`config.mk`:
```
export PLATFORM = sky130hd
export DESIGN_NAME = psf_unicode_table_parser
export DESIGN_NICKNAME = d
export VERILOG_FILES = /design/src/rtl/core/psf_utp_pkg.sv /design/src/rtl/core/psf_unicode_table_parser.sv
export SDC_FILE = /design/constraint.sdc
export NUM_CORES = 1
export LEC_CHECK = 0
export BUFFER_PORTS_ARGS = -buffer_cell sky130_fd_sc_hd__buf_2
export CAP_MARGIN = 30
export CORE_UTILIZATION = 41
export CTS_BUF_LIST = sky130_fd_sc_hd__clkbuf_8
export DETAILED_ROUTE_END_ITERATION = 10
export HOLD_SLACK_MARGIN = 0.03
export PLACE_DENSITY = 0.56
export RECOVER_POWER = 50
export SETUP_SLACK_MARGIN = 0.2
export SYNTH_ARGS = -nofsm -noshare
export SYNTH_HDL_FRONTEND = slang
export SYNTH_SLANG_ARGS = --single-unit
```
`constraint.sdc`:
```
create_clock -name aclk -period 7.7 [get_ports aclk]
set_clock_uncertainty 0.2 [all_clocks]
set_input_delay 0.77 -clock aclk [delete_from_list [all_inputs] [get_ports aclk]]
set_output_delay 0.77 -clock aclk [all_outputs]
set_load 0.03 [all_outputs]
```
`src/rtl/core/psf_utp_pkg.sv`:
```
`timescale 1ns / 1ps
// ----------------------------------------------------------------------------
// psf_utp_pkg: shared types and constants for the PSF unicode table parser
// Separator and start-of-sequence codes for both font formats, plus the
// result record carried through the output stage.
// ----------------------------------------------------------------------------
package psf_utp_pkg;

    // Format select
    localparam logic FMT_PSF1 = 1'b0;
    localparam logic FMT_PSF2 = 1'b1;

    // PSF1 16-bit unit codes
    localparam logic [15:0] PSF1_SEP   = 16'hFFFF;
    localparam logic [15:0] PSF1_START = 16'hFFFE;

    // PSF2 byte codes
    localparam logic [7:0] PSF2_SEP   = 8'hFF;
    localparam logic [7:0] PSF2_START = 8'hFE;

    // One result item
    typedef struct packed {
        logic        bad_sequence;
        logic [15:0] glyph_number;
        logic [15:0] code_point;
    } psf_result_t;

endpackage

```
`src/rtl/core/psf_unicode_table_parser.sv`:
```
`timescale 1ns / 1ps
// ----------------------------------------------------------------------------
// psf_unicode_table_parser: PSF1/PSF2 font unicode table decoder
// Results are registered in the output stage before they appear on m_*.
// One table unit per cycle while s_tready high; state update is combinational.
// A two-entry output stage (result register plus skid register) keeps input
// open while one result waits; input is also held during a mode write transfer.
// aresetn (sync, active low) selects PSF2 mode, glyph number 1, and clears
// decoder and output state.
// ----------------------------------------------------------------------------
module psf_unicode_table_parser #(
    parameter int GLYPH_INDEX_BITS = 16
) (
    input  logic        aclk,
    input  logic        aresetn,
    // configuration write: format_mode
    input  logic        cfg_valid,
    output logic        cfg_ready,
    input  logic        cfg_data,
    // table units
    input  logic        s_tvalid,
    output logic        s_tready,
    input  logic [15:0] s_tdata,   // [15:0] table_unit
    input  logic        s_tlast,   // end_of_table
    // results
    output logic        m_tvalid,
    input  logic        m_tready,
    output logic [31:0] m_tdata,   // [15:0] code_point, [31:16] glyph_number
    output logic        m_tuser    // bad_sequence
);
    import psf_utp_pkg::*;

    localparam logic [GLYPH_INDEX_BITS-1:0] GLYPH_ONE = {{(GLYPH_INDEX_BITS-1){1'b0}}, 1'b1};

    // Decoder state
    logic                        format_mode_reg, format_mode_next;
    logic [GLYPH_INDEX_BITS-1:0] glyph_counter_reg, glyph_counter_next;
    logic                        skipping_reg, skipping_next;
    logic [15:0]                 utf8_acc_reg, utf8_acc_next;
    logic [2:0]                  bytes_rem_reg, bytes_rem_next;

    // Output stage
    logic        out_valid_reg, out_valid_next;
    logic        skid_valid_reg, skid_valid_next;
    psf_result_t out_data_reg, out_data_next;
    psf_result_t skid_data_reg, skid_data_next;

    logic                         in_xfer;
    logic                         res_valid;
    psf_result_t                  res;
    logic [7:0]                   unit_byte;
    logic [2:0]                   lead_len;
    logic [7:0]                   lead_mask;
    logic [GLYPH_INDEX_BITS+15:0] glyph_ext;

    assign cfg_ready = 1'b1;
    assign s_tready  = !skid_valid_reg && !cfg_valid;
    assign in_xfer   = s_tvalid && s_tready;
    assign unit_byte = s_tdata[7:0];
    assign glyph_ext = {16'd0, glyph_counter_reg};

    // Lead byte decode: sequence length and payload mask
    always_comb begin
        unique case (unit_byte) inside
            [8'hC0:8'hDF]: begin lead_len = 3'd2; lead_mask = 8'h1F; end
            [8'hE0:8'hEF]: begin lead_len = 3'd3; lead_mask = 8'h0F; end
            [8'hF0:8'hF7]: begin lead_len = 3'd4; lead_mask = 8'h07; end
            [8'hF8:8'hFB]: begin lead_len = 3'd5; lead_mask = 8'h03; end
            default:       begin lead_len = 3'd6; lead_mask = 8'h01; end
        endcase
    end

    // Per-unit state update and result
    always_comb begin
        format_mode_next   = format_mode_reg;
        glyph_counter_next = glyph_counter_reg;
        skipping_next      = skipping_reg;
        utf8_acc_next      = utf8_acc_reg;
        bytes_rem_next     = bytes_rem_reg;
        res_valid          = 1'b0;
        res.code_point     = 16'd0;
        res.glyph_number   = glyph_ext[15:0];
        res.bad_sequence   = 1'b0;

        if (cfg_valid && cfg_ready) begin
            // mode write restarts the parser
            format_mode_next   = cfg_data;
            glyph_counter_next = {{(GLYPH_INDEX_BITS-1){1'b0}}, cfg_data};
            skipping_next      = 1'b0;
            utf8_acc_next      = 16'd0;
            bytes_rem_next     = 3'd0;
        end else if (in_xfer) begin
            if (format_mode_reg == FMT_PSF1) begin
                if (s_tdata == PSF1_SEP) begin
                    glyph_counter_next = glyph_counter_reg + GLYPH_ONE;
                    skipping_next      = 1'b0;
                end else if (skipping_reg) begin
                    // dropped
                end else if (s_tdata == PSF1_START) begin
                    skipping_next = 1'b1;
                end else begin
                    res_valid      = 1'b1;
                    res.code_point = s_tdata;
                end
            end else begin
                if (bytes_rem_reg != 3'd0) begin
                    // continuation byte, any value
                    utf8_acc_next  = {utf8_acc_reg[9:0], unit_byte[5:0]};
                    bytes_rem_next = bytes_rem_reg - 3'd1;
                    if (bytes_rem_next == 3'd0) begin
                        res_valid      = 1'b1;
                        res.code_point = utf8_acc_next;
                    end
                end else if (unit_byte == PSF2_SEP) begin
                    glyph_counter_next = glyph_counter_reg + GLYPH_ONE;
                    skipping_next      = 1'b0;
                end else if (skipping_reg) begin
                    // dropped
                end else if (unit_byte == PSF2_START) begin
                    skipping_next = 1'b1;
                end else if (!unit_byte[7]) begin
                    res_valid      = 1'b1;
                    res.code_point = {8'd0, unit_byte};
                end else if (!unit_byte[6]) begin
                    // stray continuation byte as a one-byte code
                    res_valid      = 1'b1;
                    res.code_point = {10'd0, unit_byte[5:0]};
                end else begin
                    utf8_acc_next  = {8'd0, unit_byte & lead_mask};
                    bytes_rem_next = lead_len - 3'd1;
                end
                // table end inside a sequence
                if (s_tlast && bytes_rem_next != 3'd0) begin
                    res_valid        = 1'b1;
                    res.code_point   = 16'd0;
                    res.bad_sequence = 1'b1;
                end
            end
            if (s_tlast) begin
                glyph_counter_next = {{(GLYPH_INDEX_BITS-1){1'b0}}, format_mode_reg};
                skipping_next      = 1'b0;
                utf8_acc_next      = 16'd0;
                bytes_rem_next     = 3'd0;
            end
        end
    end

    // Output register with skid entry
    always_comb begin
        out_valid_next  = out_valid_reg;
        skid_valid_next = skid_valid_reg;
        out_data_next   = out_data_reg;
        skid_data_next  = skid_data_reg;
        if (!out_valid_reg || m_tready) begin
            if (skid_valid_reg) begin
                out_valid_next  = 1'b1;
                out_data_next   = skid_data_reg;
                skid_valid_next = 1'b0;
            end else begin
                out_valid_next = res_valid;
                out_data_next  = res;
            end
        end else if (res_valid) begin
            skid_valid_next = 1'b1;
            skid_data_next  = res;
        end
    end

    // Control state
    always_ff @(posedge aclk) begin
        if (!aresetn) begin
            format_mode_reg   <= FMT_PSF2;
            glyph_counter_reg <= GLYPH_ONE;
            skipping_reg      <= 1'b0;
            utf8_acc_reg      <= 16'd0;
            bytes_rem_reg     <= 3'd0;
            out_valid_reg     <= 1'b0;
            skid_valid_reg    <= 1'b0;
        end else begin
            format_mode_reg   <= format_mode_next;
            glyph_counter_reg <= glyph_counter_next;
            skipping_reg      <= skipping_next;
            utf8_acc_reg      <= utf8_acc_next;
            bytes_rem_reg     <= bytes_rem_next;
            out_valid_reg     <= out_valid_next;
            skid_valid_reg    <= skid_valid_next;
        end
    end

    // Result payload
    always_ff @(posedge aclk) begin
        out_data_reg  <= out_data_next;
        skid_data_reg <= skid_data_next;
    end

    assign m_tvalid = out_valid_reg;
    assign m_tdata  = {out_data_reg.glyph_number, out_data_reg.code_point};
    assign m_tuser  = out_data_reg.bad_sequence;

`ifndef SYNTHESIS
    // skid entry is only used behind a full output register
    a_skid_behind_out: assert property (@(posedge aclk) disable iff (!aresetn)
        skid_valid_reg |-> out_valid_reg)
        else $error("skid entry valid while output register empty");

    // PSF1 never holds a partial UTF-8 sequence
    a_psf1_no_seq: assert property (@(posedge aclk) disable iff (!aresetn)
        (format_mode_reg == FMT_PSF1) |-> (bytes_rem_reg == 3'd0))
        else $error("pending UTF-8 bytes in PSF1 mode");

    // truncation flag always carries a zero code point
    a_bad_zero_cp: assert property (@(posedge aclk) disable iff (!aresetn)
        (m_tvalid && m_tuser) |-> (m_tdata[15:0] == 16'd0))
        else $error("bad_sequence result with nonzero code point");

    // table end leaves the decoder idle
    a_end_restart: assert property (@(posedge aclk) disable iff (!aresetn)
        (in_xfer && s_tlast) |=> (bytes_rem_reg == 3'd0 && !skipping_reg))
        else $error("decoder state not restarted after table end");
`endif

endmodule
```
Yosys cells after proc, flatten, opt, wreduce, memory -nomap -nowiden. Cells that the tools add are included.

Mux-type cells: 71. Reduce and logical (&&, ||, !) cells: 28. Bitwise logic cells: 3. Eq/ne operators: 11. $add $sub $neg: 3. Order comparisons: 8.

Operators with widths (count): $mux W16 (14); $mux W10 (8); $mux W3 (11); $mux W33 (1); $eq A16 B16 Y1 const B (2); $ge A8 B8 Y1 const B (4); $le A8 B8 Y1 const B (4); $mux W1 (30); $mux W7 (4); $pmux W5 S4 (1); $add A16 B1 Y16 const B (1); $eq A8 B8 Y1 const B (2); $reduce_bool A3 Y1 (5); $pmux W3 S4 (1); $ne A3 B3 Y1 const B (3); $and A8 B5 Y8 (1); $reduce_and A4 Y1 (2); $logic_and A1 B1 Y1 (7); $reduce_and A7 Y1 (1); $mux W6 (1); $ne A3 B2 Y1 const B (2); $reduce_and A2 Y1 (3); $sub A3 B1 Y3 const B (2); $ne A4 B3 Y1 const B (1); other kinds (8) (13).

Register bits: 99.

Logic depth before layout (Yosys ltp).
Depth in word-level cells: 20. Depth in mapped cells: 10.

Worst setup path after synthesis. No wires, ideal clock.

Path kind: input to register. From: input s_tdata[7]. To: register skid_data_reg[0] (netlist name) (enable). Arrival time: 4.855 ns. Library setup time: 0.484 ns. Stages on the path: 8. Buffers on the path: 0. Slack: 2.161 ns. Cells stage by stage: nand2_1 -> a211oi_1 -> ha_1 -> a2111oi_0 -> a211oi_1 -> o31a_1 -> a21o_1 -> a311oi_1.

Cells in the longest elaborated chain, start to end: 20. Elaborated cells between the ends (all ways): 42. Classes of those cells: add/sub (1); order compare (8); eq/ne (4); mux (22); reduce/logical (7).

RTL lines: from (decl) (line psf_unicode_table_parser.sv:23) `input logic [15:0] s_tdata,`; $ge A8 B8 Y1 (no source line) or $le A8 B8 Y1 (tied branches); $logic_and A1 B1 Y1 (no source line); $pmux W3 S4 (line psf_unicode_table_parser.sv:64) `unique case (unit_byte) inside`; $sub A3 B1 Y3 (line psf_unicode_table_parser.sv:130) `bytes_rem_next = lead_len - 3'd1;`; $mux W3 (line psf_unicode_table_parser.sv:124) `end else if (!unit_byte[6]) begin`; $mux W3 (line psf_unicode_table_parser.sv:121) `end else if (!unit_byte[7]) begin`; $mux W3 (line psf_unicode_table_parser.sv:119) `end else if (unit_byte == PSF2_START) begin`; $mux W3 (line psf_unicode_table_parser.sv:117) `end else if (skipping_reg) begin`; [4 not listed]; $mux W3 (line psf_unicode_table_parser.sv:85) `if (cfg_valid && cfg_ready) begin`; $reduce_bool A3 Y1 (line psf_unicode_table_parser.sv:133) `if (s_tlast && bytes_rem_next != 3'd0) begin`; $logic_and A1 B1 Y1 (line psf_unicode_table_parser.sv:133); $mux W1 (line psf_unicode_table_parser.sv:133); $mux W1 * (line psf_unicode_table_parser.sv:93) `if (format_mode_reg == FMT_PSF1) begin`; $mux W1 * (line psf_unicode_table_parser.sv:92) `end else if (in_xfer) begin`; $mux W1 * (line psf_unicode_table_parser.sv:85); $reduce_and A2 Y1 (no source line) *; to (signal assigned) (line psf_unicode_table_parser.sv:193) `skid_data_reg <= skid_data_next;`; to (decl) (line psf_unicode_table_parser.sv:46) `psf_result_t skid_data_reg, skid_data_next;`.

Every way passes the cells marked *; elsewhere a longest branch is shown, timed or not. The select of a mux whose other input is x is not followed. A chain may end at the register's enable or synchronous reset.

Worst setup path in the final report.
From: input s_tdata[5]. To: register skid_data_reg[22] (netlist name) (enable).

The elaborated chain is that of the path after synthesis.

==> results.yml <==
outcome:
  status: "complete, but fails checks"
  violations: "max-capacitance violations, max-slew violations"
hold_path:
  hold_path_class: "flip-flop to flip-flop"
  hp-start: "bytes_rem_reg[1]$_SDFFE_PP0P_"
logic_synthesis:
  syn_inst: 421
  synth_top_cell_by_area: "edfxtp_1"
  avgSynthCellArea_um2: 10.8
  yosys_warnings: 0
  synth_ff_type: "edfxtp_1"
  ys_top_cells_by_count: "edfxtp_1 (66), nand2_1 (42), dfxtp_1 (33)"
  synth_area_um2: 4540
  synthArstFlopShare_pct: 0
  yosys.area.top_type_share_pct: 43.6
  ys_seq_area_share_pct: 58.1
  synth-seq-cells: 99
  ys_top_cells_by_area: "edfxtp_1 (44%), dfxtp_1 (15%), nand2_1 (3.5%)"
  synth_most_common_cell: "edfxtp_1"
  synth-edff-count: 66
  ys_types: 56
  synthesis.nets: 449
sta:
  max-slew-margin-rel_pct: -38.1
  setup_viol: 0
  drv_slew: 77
  timing.fmax_ghz: 0.266
  fin_tns_setup_ns: 0
  finalCriticalPeriod_ns: 3.76
  rsz0062_at_grt: "false"
  post-route-period-util_pct: 48.8
  hold_violations: 0
  tightestPinTransition_ns: 2.07
floorplanning:
  fp.coreArea_um2: 10800
  dieArea_um2: 11500
  rows: 38
  start_util_pct: 41.9
  die_y_um: 107
  ios: 59
  die_w_um: 107
routing:
  dr.first_iter.drc_count: 206
  routedWlPerCell_um: 16.8
  dr.pass1.iters: 4
  drc_errors: 0
  wl_um: 10300
  viasPerCell: 5.54
  drtAntennaViolNets: 0
  dr_total_vias: 3409
global_routing:
  overflow: 0
  grt_pass1_vias: 3266
  antenna_found_initial: 0
  track_usage_pct: 19.1
  grt_max_degree: 43
  grt_first_pass_wirelength_um: 16600
cts:
  cts_setup_buffers: 0
  clk_latency_ns: 0.37
  cts_root_buffer: "clkbuf_8"
  postCtsHoldBufs: 0
  htreeDepth: 3
  clkSinkCount: 99
  path_clk_slew_ns: 0.10
  cts_resized: 0
  cts_tree: "yes"
  cts_buffer_depth: 2
  cts_buffers: 9
job:
  cap_violations: 2
placed_design:
  hpwl_um: 7020
  place.gp.congestion: 0.804
  dp.cells: 599
  portBuffers: 57
worst_setup_path:
  critPathKind: "input pin to flip-flop"
  critPathRequiredTime_ns: 7.54
  r2r-start: "bytes_rem_reg[0]$_SDFFE_PP0P_"
  cp_max_fo: 24
  cp-end-kind: "flip-flop"
  startpoint_type: "input pin"
  startpoint: "s_tdata[5]"
  worst_ep_arrival_time_ns: 3.60
cells_and_area:
  nets: 498
  syn2layout_area_growth_pct: 12.0
  largest_reg_flops: 33
  num-fill-cells: 1061
  antenna_cells: 0
  drive_gt1_share_pct: 12.8
  final_cells: 615
power:
  powerDensity_nw_per_um2: 196
  ir_worst_vdd_v: 0.0000935
  power.leakage_nw: 1.78
-- final cells by class --
class	instances	area, µm²	share of cell area, %
Inverter	21	78.8	1.55
Timing Repair Buffer	63	280	5.51
Clock inverter	7	66.3	1.30
Clock buffer	9	124	2.43
Multi-Input combinational cell	276	1720	33.9
Tap cell	140	175	3.44
Sequential cell	99	2640	51.9
-- worst max-delay path: stages --
cell       delay (ns)
buf_2            0.17
nand2_1          0.13
a211oi_1         0.29
ha_1             0.28
a2111oi_0        0.33
a211oi_1         0.11
o31a_1           0.20
a21o_1           0.26
a311oi_4         0.59
buf_4            0.44
-- where the power goes --
part	total, mW	internal [mW]	switching (mW)
Combinational	0.0833	0.0224	0.0610
Sequential	0.579	0.574	0.00480
Clock	0.334	0.149	0.184
Total	0.996	0.746	0.250
-- metrics by stage --
stage	hold WS [ns]	util (%)	total power, mW	cell area (µm²)	setup slack (ns)
6_report	0.268	47.0	0.996	5090	3.94
3_5_place_dp	0.254	45.7	0.677	4950	3.55
3_3_place_gp	0.243	45.7	0.676	4950	3.66
2_1_floorplan	0.232	-	0.647	4540	2.16
5_1_grt	0.292	47.0	1.04	5090	3.68
4_1_cts	0.270	47.4	1.01	5140	3.94
-- routing by layer --
metal | wire (µm) | vias to the layer above | share of wire [%] | track usage [%]
met4 | 116 | 0 | 1.1 | 5.38
met2 | 5100 | 83 | 50 | 32.2
met3 | 448 | 10 | 4.3 | 4.78
li1 | - | 1667 | - | -
met1 | 4640 | 1649 | 45 | 24.3
met5 | 0 | - | 0 | 0
-- kinds of logic after synthesis --
logic type	synth area share (%)
buffers and inverters	4.30
other	0.0825
multiplexers	3.63
XOR/XNOR	0.386
AO/OA/AOI/OAI	15.7
flip-flops	58.1
AND/OR/NAND/NOR	16.4
adder cells (fa/ha/maj)	1.38
-- worst paths after layout --
check                                        to  slack (ns)  cells after the start
setup / recovery    skid_data_reg[22]$_DFFE_PP_        3.94                     10
hold / removal    bytes_rem_reg[1]$_SDFFE_PP0P_        0.27                      2
setup reg to reg    skid_data_reg[22]$_DFFE_PP_        3.98                      8
hold reg to reg   bytes_rem_reg[1]$_SDFFE_PP0P_        0.27                      2
-- cells in the final DEF (no fill, tap or decap), types with 5 or more instances in the layout --
cell,synthesis,final
edfxtp_1,66,66
nand2_1,42,42
clkbuf_1,14,36
dfxtp_1,33,33
a21oi_1,31,31
nor2_1,24,24
buf_2,8,23
o21ai_0,23,22
inv_1,21,21
o31ai_1,13,13
nand3_1,12,12
mux2_2,12,12
or3_1,10,10
nor3_1,9,9
nand4_1,9,9
o311ai_1,9,9
clkbuf_8,0,9
and2_1,8,8
and3_1,6,6
a22oi_1,6,6
a22o_1,5,5
ha_1,5,5
(Power assumes the default switching activity.)
